## src/rlss_pkg.sv

```systemverilog
// Shared types, letter classes and ending tables for the light Russian stemmer.
package rlss_pkg;

  // Word length counter saturates here
  localparam int MAX_WORD_LEN = 255;
  localparam int LEN_W        = $clog2(MAX_WORD_LEN + 1);
  // Characters kept in the tail window
  localparam int WIN_CHARS    = 6;
  localparam int CHAR_W       = 16;
  localparam int STEM_W       = 8;

  typedef logic [LEN_W-1:0]  len_t;
  typedef logic [CHAR_W-1:0] char_t;

  // Each character is reduced to the class of the letter it is; only letters
  // that occur in some ending, and n for the double-n rule, get a class of their own.
  localparam int CLS_W = 5;
  typedef logic [CLS_W-1:0] cls_t;
  typedef cls_t [WIN_CHARS-1:0] win_t;

  localparam cls_t CL_OTHER = 5'd0;
  localparam cls_t CL_A     = 5'd1;
  localparam cls_t CL_V     = 5'd2;
  localparam cls_t CL_G     = 5'd3;
  localparam cls_t CL_E     = 5'd4;
  localparam cls_t CL_I     = 5'd5;
  localparam cls_t CL_IK    = 5'd6;
  localparam cls_t CL_M     = 5'd7;
  localparam cls_t CL_N     = 5'd8;
  localparam cls_t CL_O     = 5'd9;
  localparam cls_t CL_R     = 5'd10;
  localparam cls_t CL_U     = 5'd11;
  localparam cls_t CL_KH    = 5'd12;
  localparam cls_t CL_Y     = 5'd13;
  localparam cls_t CL_SOFT  = 5'd14;
  localparam cls_t CL_YU    = 5'd15;
  localparam cls_t CL_YA    = 5'd16;
  localparam cls_t CL_YO    = 5'd17;

  localparam char_t CH_A    = 16'h0430;
  localparam char_t CH_V    = 16'h0432;
  localparam char_t CH_G    = 16'h0433;
  localparam char_t CH_E    = 16'h0435;
  localparam char_t CH_I    = 16'h0438;
  localparam char_t CH_IK   = 16'h0439;
  localparam char_t CH_M    = 16'h043c;
  localparam char_t CH_N    = 16'h043d;
  localparam char_t CH_O    = 16'h043e;
  localparam char_t CH_R    = 16'h0440;
  localparam char_t CH_U    = 16'h0443;
  localparam char_t CH_KH   = 16'h0445;
  localparam char_t CH_Y    = 16'h044b;
  localparam char_t CH_SOFT = 16'h044c;
  localparam char_t CH_YU   = 16'h044e;
  localparam char_t CH_YA   = 16'h044f;
  localparam char_t CH_YO   = 16'h0451;

  function automatic cls_t char_class(input char_t c);
    cls_t k;
    case (c)
      CH_A:    k = CL_A;
      CH_V:    k = CL_V;
      CH_G:    k = CL_G;
      CH_E:    k = CL_E;
      CH_I:    k = CL_I;
      CH_IK:   k = CL_IK;
      CH_M:    k = CL_M;
      CH_N:    k = CL_N;
      CH_O:    k = CL_O;
      CH_R:    k = CL_R;
      CH_U:    k = CL_U;
      CH_KH:   k = CL_KH;
      CH_Y:    k = CL_Y;
      CH_SOFT: k = CL_SOFT;
      CH_YU:   k = CL_YU;
      CH_YA:   k = CL_YA;
      CH_YO:   k = CL_YO;
      default: k = CL_OTHER;
    endcase
    return k;
  endfunction

  // Ending tables in reading order (last entry is the word's final letter)
  localparam int N_END4 = 2;
  localparam int N_END3 = 15;
  localparam int N_END2 = 30;
  localparam int N_END1 = 9;

  localparam cls_t ENDS4 [N_END4][4] = '{
    '{CL_I, CL_YA, CL_M, CL_I}, '{CL_O, CL_YA, CL_M, CL_I}
  };

  localparam cls_t ENDS3 [N_END3][3] = '{
    '{CL_I, CL_YA, CL_M}, '{CL_I, CL_YA, CL_KH}, '{CL_O, CL_YA, CL_KH},
    '{CL_YA, CL_M, CL_I}, '{CL_O, CL_YA, CL_M}, '{CL_O, CL_SOFT, CL_V},
    '{CL_A, CL_M, CL_I}, '{CL_E, CL_G, CL_O}, '{CL_E, CL_M, CL_U},
    '{CL_E, CL_R, CL_I}, '{CL_I, CL_M, CL_I}, '{CL_O, CL_G, CL_O},
    '{CL_O, CL_M, CL_U}, '{CL_Y, CL_M, CL_I}, '{CL_O, CL_E, CL_V}
  };

  localparam cls_t ENDS2 [N_END2][2] = '{
    '{CL_A, CL_YA}, '{CL_YA, CL_YA}, '{CL_YA, CL_KH}, '{CL_YU, CL_YU},
    '{CL_A, CL_KH}, '{CL_E, CL_YU}, '{CL_I, CL_KH}, '{CL_I, CL_YA},
    '{CL_I, CL_YU}, '{CL_SOFT, CL_V}, '{CL_O, CL_YU}, '{CL_U, CL_YU},
    '{CL_YA, CL_M}, '{CL_Y, CL_KH}, '{CL_E, CL_YA}, '{CL_A, CL_M},
    '{CL_E, CL_M}, '{CL_E, CL_IK}, '{CL_YO, CL_M}, '{CL_E, CL_V},
    '{CL_I, CL_IK}, '{CL_I, CL_M}, '{CL_O, CL_E}, '{CL_O, CL_IK},
    '{CL_O, CL_M}, '{CL_O, CL_V}, '{CL_Y, CL_E}, '{CL_Y, CL_IK},
    '{CL_Y, CL_M}, '{CL_M, CL_I}
  };

  localparam cls_t ENDS1 [N_END1] = '{
    CL_A, CL_E, CL_I, CL_O, CL_U, CL_IK, CL_Y, CL_YA, CL_SOFT
  };

endpackage

```

## src/rlss_cell.sv

```systemverilog
// One tail window cell: holds a letter class and passes it to the next cell.
module rlss_cell (
  input  logic               clk,
  input  logic               shift_en,
  input  rlss_pkg::cls_t     cls_in,
  output rlss_pkg::cls_t     cls_out
);
  import rlss_pkg::*;

  cls_t cls_r;
  cls_t cls_nxt;

  // load from the left neighbor on every accepted character
  always_comb begin
    cls_nxt = shift_en ? cls_in : cls_r;
  end

  always_ff @(posedge clk) begin
    cls_r <= cls_nxt;
  end

  assign cls_out = cls_r;

endmodule

```

## src/rlss_match.sv

```systemverilog
// Ending match and normalization over the tail window; gives the stem length.
module rlss_match (
  input  rlss_pkg::win_t                   win,
  input  rlss_pkg::len_t                   word_len,
  output logic [rlss_pkg::STEM_W-1:0]      stem_length
);
  import rlss_pkg::*;

  logic        hit4, hit3, hit2, hit1;
  logic [2:0]  cut;
  len_t        len_cut;
  len_t        len_fin;
  cls_t        last_c, prev_c;
  logic        drop;
  logic [LEN_W+STEM_W-1:0] len_wide;

  // parallel compare against every ending of each set
  always_comb begin
    hit4 = 1'b0;
    hit3 = 1'b0;
    hit2 = 1'b0;
    hit1 = 1'b0;
    for (int e = 0; e < N_END4; e++) begin
      if (win[3] == ENDS4[e][0] && win[2] == ENDS4[e][1] &&
          win[1] == ENDS4[e][2] && win[0] == ENDS4[e][3]) begin
        hit4 = 1'b1;
      end
    end
    for (int e = 0; e < N_END3; e++) begin
      if (win[2] == ENDS3[e][0] && win[1] == ENDS3[e][1] &&
          win[0] == ENDS3[e][2]) begin
        hit3 = 1'b1;
      end
    end
    for (int e = 0; e < N_END2; e++) begin
      if (win[1] == ENDS2[e][0] && win[0] == ENDS2[e][1]) begin
        hit2 = 1'b1;
      end
    end
    for (int e = 0; e < N_END1; e++) begin
      if (win[0] == ENDS1[e]) begin
        hit1 = 1'b1;
      end
    end
  end

  // longest ending first, each behind its length guard
  always_comb begin
    if (word_len > len_t'(6) && hit4) begin
      cut = 3'd4;
    end else if (word_len > len_t'(5) && hit3) begin
      cut = 3'd3;
    end else if (word_len > len_t'(4) && hit2) begin
      cut = 3'd2;
    end else if (word_len > len_t'(3) && hit1) begin
      cut = 3'd1;
    end else begin
      cut = 3'd0;
    end
    len_cut = word_len - len_t'(cut);
  end

  // letters just ahead of the removed ending
  always_comb begin
    case (cut)
      3'd0: begin
        last_c = win[0];
        prev_c = win[1];
      end
      3'd1: begin
        last_c = win[1];
        prev_c = win[2];
      end
      3'd2: begin
        last_c = win[2];
        prev_c = win[3];
      end
      3'd3: begin
        last_c = win[3];
        prev_c = win[4];
      end
      3'd4: begin
        last_c = win[4];
        prev_c = win[5];
      end
      default: begin
        last_c = win[0];
        prev_c = win[1];
      end
    endcase
  end

  // drop soft sign, final i, or one n of a double n
  always_comb begin
    drop = (len_cut > len_t'(3)) &&
           (last_c == CL_SOFT || last_c == CL_I ||
            (last_c == CL_N && prev_c == CL_N));
    len_fin     = drop ? (len_cut - len_t'(1)) : len_cut;
    len_wide    = {{STEM_W{1'b0}}, len_fin};
    stem_length = len_wide[STEM_W-1:0];
  end

endmodule

```

## src/russian_light_suffix_stemmer_unit.sv

```systemverilog
// Top level of the light Russian suffix stemmer: cell row, length count, result register.
//
//   channel | direction | handshake          | payload
//   --------+-----------+--------------------+---------------------------------
//   in      | input     | in_tvalid/tready   | in_tdata = char_code, in_tlast = last_char
//   out     | output    | out_tvalid/tready  | out_tdata = stem_length
//
// One character is taken per cycle while in_tready is high. The edge that accepts
// the last character of a word loads the window cells and the length snapshot;
// the ending match then passes into the result register once that register is
// free, and the stem length appears there.
// rst_n is synchronous, active low, and clears the handshake state and length.
// A result held by a stalled consumer stalls input only while a second finished
// word waits behind it.
module russian_light_suffix_stemmer_unit (
  input  logic        clk,
  input  logic        rst_n,
  input  logic        in_tvalid,
  output logic        in_tready,
  input  logic [15:0] in_tdata,   // [15:0] char_code
  input  logic        in_tlast,
  output logic        out_tvalid,
  input  logic        out_tready,
  output logic [7:0]  out_tdata   // [7:0] stem_length
);
  import rlss_pkg::*;

  logic  in_acc;
  logic  load_out;
  logic  pend_r, pend_nxt;
  logic  out_valid_r, out_valid_nxt;
  logic [STEM_W-1:0] out_data_r, out_data_nxt;
  len_t  len_r, len_nxt;
  len_t  len_inc;
  len_t  snap_len_r, snap_len_nxt;
  win_t  win;
  cls_t  cls_head;
  logic [STEM_W-1:0] stem_len;

  // handshake: a finished word moves to the result register when it is free
  assign load_out  = pend_r && (!out_valid_r || out_tready);
  assign in_tready = !pend_r || load_out;
  assign in_acc    = in_tvalid && in_tready;

  assign cls_head = char_class(in_tdata);

  // row of window cells, newest letter in cell 0
  for (genvar g = 0; g < WIN_CHARS; g++) begin : g_cell
    if (g == 0) begin : g_head
      rlss_cell u_cell (
        .clk      (clk),
        .shift_en (in_acc),
        .cls_in   (cls_head),
        .cls_out  (win[g])
      );
    end else begin : g_body
      rlss_cell u_cell (
        .clk      (clk),
        .shift_en (in_acc),
        .cls_in   (win[g-1]),
        .cls_out  (win[g])
      );
    end
  end

  rlss_match u_match (
    .win         (win),
    .word_len    (snap_len_r),
    .stem_length (stem_len)
  );

  // saturating length count, captured at the last character
  always_comb begin
    len_inc      = (len_r == len_t'(MAX_WORD_LEN)) ? len_r : len_r + len_t'(1);
    len_nxt      = len_r;
    snap_len_nxt = snap_len_r;
    pend_nxt     = pend_r;
    if (load_out) begin
      pend_nxt = 1'b0;
    end
    if (in_acc) begin
      if (in_tlast) begin
        len_nxt      = '0;
        snap_len_nxt = len_inc;
        pend_nxt     = 1'b1;
      end else begin
        len_nxt = len_inc;
      end
    end
  end

  // result register
  always_comb begin
    out_valid_nxt = out_valid_r;
    out_data_nxt  = out_data_r;
    if (load_out) begin
      out_valid_nxt = 1'b1;
      out_data_nxt  = stem_len;
    end else if (out_tready) begin
      out_valid_nxt = 1'b0;
    end
  end

  always_ff @(posedge clk) begin
    if (!rst_n) begin
      len_r       <= '0;
      pend_r      <= 1'b0;
      out_valid_r <= 1'b0;
    end else begin
      len_r       <= len_nxt;
      pend_r      <= pend_nxt;
      out_valid_r <= out_valid_nxt;
    end
  end

  always_ff @(posedge clk) begin
    snap_len_r <= snap_len_nxt;
    out_data_r <= out_data_nxt;
  end

  assign out_tvalid = out_valid_r;
  assign out_tdata  = out_data_r;

endmodule

```

## config.mk

```make
export PLATFORM = sky130hd
export DESIGN_NAME = russian_light_suffix_stemmer_unit
export DESIGN_NICKNAME = d
export VERILOG_FILES = /design/src/rlss_pkg.sv /design/src/rlss_cell.sv /design/src/rlss_match.sv /design/src/russian_light_suffix_stemmer_unit.sv
export SDC_FILE = /design/constraint.sdc
export NUM_CORES = 1
export LEC_CHECK = 0
export BUFFER_PORTS_ARGS = -buffer_cell sky130_fd_sc_hd__buf_2
export CELL_PAD_IN_SITES_DETAIL_PLACEMENT = 1
export CELL_PAD_IN_SITES_GLOBAL_PLACEMENT = 2
export CORE_AREA = 3 3 108 110
export DETAILED_ROUTE_END_ITERATION = 16
export DIE_AREA = 0 0 111 113
export PLACE_DENSITY_LB_ADDON = 0.1
export SLEW_MARGIN = 15
export SYNTH_ARGS = -nofsm -noshare
export SYNTH_HDL_FRONTEND = slang
export SYNTH_SLANG_ARGS = --single-unit
export TNS_END_PERCENT = 100
```

## constraint.sdc

```tcl
create_clock -name clk -period 4.37 [get_ports clk]
set_clock_uncertainty 0.1 [all_clocks]
set_input_delay 0.874 -clock clk [delete_from_list [all_inputs] [get_ports clk]]
set_output_delay 0.874 -clock clk [all_outputs]
set_load 0.02 [all_outputs]
```

; Yosys cells after proc, flatten, opt, wreduce, memory -nomap -nowiden
; Index checks and enable logic that the tools add are counted.
[word_totals]
ff_bits = 56
word_cells = 230
output_inout_bits = 10
in_bits = 21
[op_classes]
n_eq_ne = 60
n_addsub = 3
reduce_logical = 80
magnitude_cmp = 5
n_mux = 71
[ops]
columns = cell, count
row1 = $eq A16 B11 Y1 const B, 17
row2 = $eq A5 B4 Y1 const B, 18
row3 = $pmux W5 S17, 1
row4 = $logic_and A1 B1 Y1, 72
row5 = $mux W1, 62
row6 = $eq A5 B3 Y1 const B, 11
row7 = $pmux W5 S4, 2
row8 = $gt A8 B3 Y1 const B, 3
row9 = $mux W8, 3
row10 = $eq A5 B5 Y1 const B, 4
row11 = $gt A8 B2 Y1 const B, 2
row12 = $eq A5 B1 Y1 const B, 3
row13 = $eq A5 B2 Y1 const B, 2
row14 = $mux W3, 3
row15 = $add A8 B1 Y8 const B, 1
row16 = $eq A8 B8 Y1 const B, 1
row17 = $sub A8 B1 Y8 const B, 1
row18 = $sub A8 B3 Y8, 1
row19 = $eq A3 B2 Y1 const B, 2
row20 = $logic_or A1 B1 Y1, 4
row21 = $eq A3 B1 Y1 const B, 1
row22 = $eq A3 B3 Y1 const B, 1
row23 = $logic_not A1 Y1, 2
row24 = $reduce_and A2 Y1, 1
row25 = $reduce_bool A2 Y1, 1

; Depth between registers and ports, before layout
[logic_depth]
word_depth = 43
mapped_depth = 20
depth_no_buf = 19

; By module
; A second synthesis with hierarchy kept.
[unflattened]
cells_unflattened = 402
hier_area_um2 = 3834.9
[modules_own_cells]
columns = module, cells_each, seq_area_each_um2, area_per_inst_um2, n_inst
row1 = rlss_match, 226, 0.0, 1527.7, 1
row2 = russian_light_suffix_stemmer_unit, 146, 680.7, 1406.3, 1
row3 = rlss_cell, 5, 150.1, 150.1, 6

; Least setup slack after synthesis
; No wires, ideal clock.
[synth_path]
path_type = register -> register
start = register snap_len_r[5]
end = register out_data_r[7] (netlist: out_tdata[7]), data pin
path_slack_ns = -0.145
n_path_buf = 0
setup_ns = 0.254
stages_incl_launch_ff = 18
period_less_slack_ns = 4.515
t_required_ns = 4.016
arrival_time_ns = 4.161
cell_sequence = edfxtp_1 > or4_4 > a211oi_4 > nor2_2 > a211oi_2 > a21oi_1 > ha_1 > fa_1 > nor2b_1 > nor3_1 > xnor2_1 > nand3b_1 > nor4_1 > nand4b_1 > o21bai_1 > o41ai_4 > nor2_2 > o21a_1
[synth_via]
elab_chain_len = 13
word_cells_on_any_way = 30
classes_between = add/sub (2) / order compare (5) / eq/ne (8) / mux (7) / reduce/logical (8)
[synth_lines]
columns = item, line_no
row1 = start: declaration, russian_light_suffix_stemmer_unit.sv:35  ; len_t snap_len_r, snap_len_nxt;
row2 = start signal: assignment, russian_light_suffix_stemmer_unit.sv:117  ; snap_len_r <= snap_len_nxt;
row3 = "parallel branches: the longest is 12 deep, another holds $gt A8 B2 Y1", -
row4 = $mux W8 (*), rlss_match.sv:98  ; len_fin = drop ? (len_cut - len_t'(1)) : len_cut;
row5 = via stem_len[7], russian_light_suffix_stemmer_unit.sv:38  ; logic [STEM_W-1:0] stem_len;
row6 = end signal: assignment, russian_light_suffix_stemmer_unit.sv:118  ; out_data_r <= out_data_nxt;
row7 = end: declaration, russian_light_suffix_stemmer_unit.sv:32  ; logic [STEM_W-1:0] out_data_r, out_data_nxt;
; Mark *: on every way through the listed nets, which the timed path passes.
; A chain may end at the register's enable or synchronous reset.

; Worst setup path in the final report
[layout_path]
start = register snap_len_r[6]
end = register out_data_r[6] (netlist: out_tdata[6]), data pin
; Same word-level chain as after synthesis.

==> impl_metrics.yaml <==
clock_network:
  ctsRootBufferMaster: "clkbuf_8"
  clk_path_buf_depth: 2
  cts_hold_buf: 0
  cts_buffers: 5
  clk_latency_ns: 0.32
  clock_sinks: 56
  clk_pin_slew_ns: 0.11
  htree_levels: 2
  cts_tree: "built"
placed_design:
  dpl-instance-area_um2: 4410
  numPortBuffers: 30
  dpl.hpwl_um: 7840
  dp_cells: 590
  gp_congestion: 0.804
  pre_cts_ws_ns: -0.160
power:
  p_int_mw: 0.855
  power_switching_mw: 0.291
  max-vdd-ir-drop_v: 0.000139
  combPwrFrac_pct: 13.8
  p_seq_share_pct: 54.2
  power.leakage_nw: 1.81
  p_total_mw: 1.15
  swShare_pct: 25.4
  clockPowerShare_pct: 32.0
  power_density_nw_per_um2: 243
cells_and_area:
  n_antenna_cell: 0
  fillers: 1234
  drive_above_1_share_pct: 29.9
  seq_area_um2: 1580
  fin_util_pct: 43.8
  area_delta_synth_final_pct: 25.1
  finish.instance_area_um2: 4720
  nets: 497
  stdcell_count: 611
  multi_input_area_um2: 2180
drt:
  wl_um: 10100
  first_pass_iters: 4
  ant_nets: 0
  drtIter0Drc: 115
  wl_per_cell_um: 16.6
  via_per_inst: 5.37
  num_vias: 3281
  drc: 0
critical_path:
  worstSetupStartpointType: "flip-flop"
  crit_type: "reg -> reg"
  crit_arrival_ns: 4.46
  required_ns: 4.35
  crit_fanout: 6
  cp-end-kind: "flip-flop"
  crit_start: "snap_len_r[6]"
  r2r-start: "snap_len_r[6]"
worst_hold_path:
  holdCritStartpoint: "g_cell[4].g_body.u_cell.cls_out[3]"
  hold_path_class: "reg -> reg"
global_route:
  overflow: 0
  grt_max_degree: 34
  grt_use_total_pct: 16.2
  grt_pass1_wl_um: 16900
  antenna_found_initial: 0
  first_global_vias: 3371
synth:
  syn_area_per_cell_um2: 9.73
  synth_ff_type: "edfxtp_1"
  async_flop_share_pct: 0
  synth_common_cells: "edfxtp_1 (46), nand2_1 (36), nor2_1 (25)"
  ys_seq_area_share_pct: 41.9
  synth_cell_types: 73
  synth_edf_count: 46
  syn_inst: 388
  syn_nets: 415
  synth_most_common_cell: "edfxtp_1"
  yosys-top-cells-area: "edfxtp_1 (37%), dfxtp_1 (5.3%), nand2_1 (3.6%)"
  yosysTopAreaCell: "edfxtp_1"
  ys.warnings.count: 0
  synth_seq_cells: 56
  syn_area_um2: 3770
  synth_top_area_share_pct: 36.6
timing:
  setup_viol: 8
  slew_headroom_pct: 48.9
  finalWorstSetupSlack_ns: -0.112
  fin_crit_sh_pct: 103
  period_minus_slack_ns: 4.48
  fmax_mhz: 223
  slew_viol_final: 0
  worst_pin_slew_ns: 0.765
  rsz0062_at_grt: "true"
  finalHoldViolations: 0
  fin_hold_ws_ns: 0.398
  finalSetupTns_ns: -0.686
die:
  die-area_um2: 12500
  coreArea_um2: 10800
  fp.dieH_um: 113
  num_rows: 38
  start_util_pct: 35.0
  fp.dieW_um: 111
  io-pin-count: 31
job:
  drv_cap: 0
status:
  violations: "negative setup slack"
  status: "complete, but fails checks"
-- worst max-delay path: stages (launching register included) --
cell      delay, ns
edfxtp_1       0.42
or4_4          0.60
a211oi_4       0.20
buf_4          0.16
a211oi_2       0.04
buf_4          0.16
a211o_4        0.31
o21ai_4        0.15
inv_2          0.05
fa_2           0.34
nor2b_2        0.14
nor3_1         0.07
xnor2_1        0.15
nand3b_1       0.14
nor4_2         0.06
nand4b_1       0.21
buf_4          0.16
a211o_1        0.26
a21oi_4        0.28
o211ai_2       0.13
xnor2_1        0.14
-- sequential cells by signal, indices dropped and copies added, names as in the netlist --
signal	cells
g_cell.g_head.u_cell.cls_out	5
pend_r	1
len_r	8
g_cell.g_body.u_cell.cls_out	25
snap_len_r	8
out_tdata	8
out_tvalid	1
-- final timing paths --
check	depth (start not counted)	slack (ns)	end
min reg2reg	0	0.40	g_cell[5].g_body.u_cell.cls_out[3]
min	0	0.40	g_cell[5].g_body.u_cell.cls_out[3]
max reg2reg	20	-0.11	out_tdata[6]
max	20	-0.11	out_tdata[6]
-- power by group through the flow --
stage	logic, mW	registers, mW	clock network, mW
2_1_floorplan	0.0877	0.630	0
3_3_place_gp	0.148	0.632	0
3_5_place_dp	0.150	0.633	0
4_1_cts	0.155	0.621	0.379
5_1_grt	0.176	0.624	0.398
6_report	0.158	0.621	0.367
-- area by class of cell --
cell class / instances / area share [%]
Clock buffer: 8 / 2.60
Sequential cell: 56 / 33.5
Multi-Input combinational cell: 301 / 46.1
Tap cell: 140 / 3.71
Timing Repair Buffer: 90 / 12.8
Inverter: 16 / 1.27
-- logic make-up (layout without fill, tap and decap cells) --
| group | after synthesis | after routing | share of synthesized area [%] |
|---|---|---|---|
| simple gates | 176 | 176 | 27.1 |
| buf+inv | 31 | 114 | 3.21 |
| xor+xnor | 19 | 19 | 4.41 |
| flops | 56 | 56 | 41.9 |
| compound gates | 93 | 93 | 19.2 |
| fa+ha+maj | 6 | 6 | 2.19 |
| mux | 7 | 7 | 1.99 |
-- cell usage in the layout, fill, tap and decap left out, drive strengths merged, types with 5 or more instances in the layout --
cell | netlist | routed
buf | 4 | 90
edfxtp | 46 | 46
nand2 | 36 | 36
nor2 | 28 | 28
nor2b | 20 | 20
o21ai | 17 | 17
inv | 16 | 16
nand3 | 14 | 14
xnor2 | 14 | 14
a21oi | 12 | 12
dfxtp | 10 | 10
and3 | 8 | 8
nand4 | 8 | 8
a22oi | 8 | 8
nor3 | 8 | 8
clkbuf | 11 | 8
a211oi | 8 | 8
a21o | 6 | 6
nor3b | 6 | 6
and3b | 6 | 6
nand3b | 5 | 5
xor2 | 5 | 5
nor4 | 5 | 5
ha | 5 | 5
-- per-layer routing --
metal,global-route usage (%),vias to the layer above,wire length [µm]
li1,-,1642,-
met5,0,-,0
met1,20.6,1603,4780
met2,29.4,27,5090
met3,2.14,9,156
met4,3.94,0,102
-- timing repair --
item	in CTS	in global routing
pin swaps	8	12
buffers inserted	5	8
endpoints found under the hold margin	0	0
setup endpoints to repair	8	8
resized for setup	9	12
(Power assumes the default switching activity.)
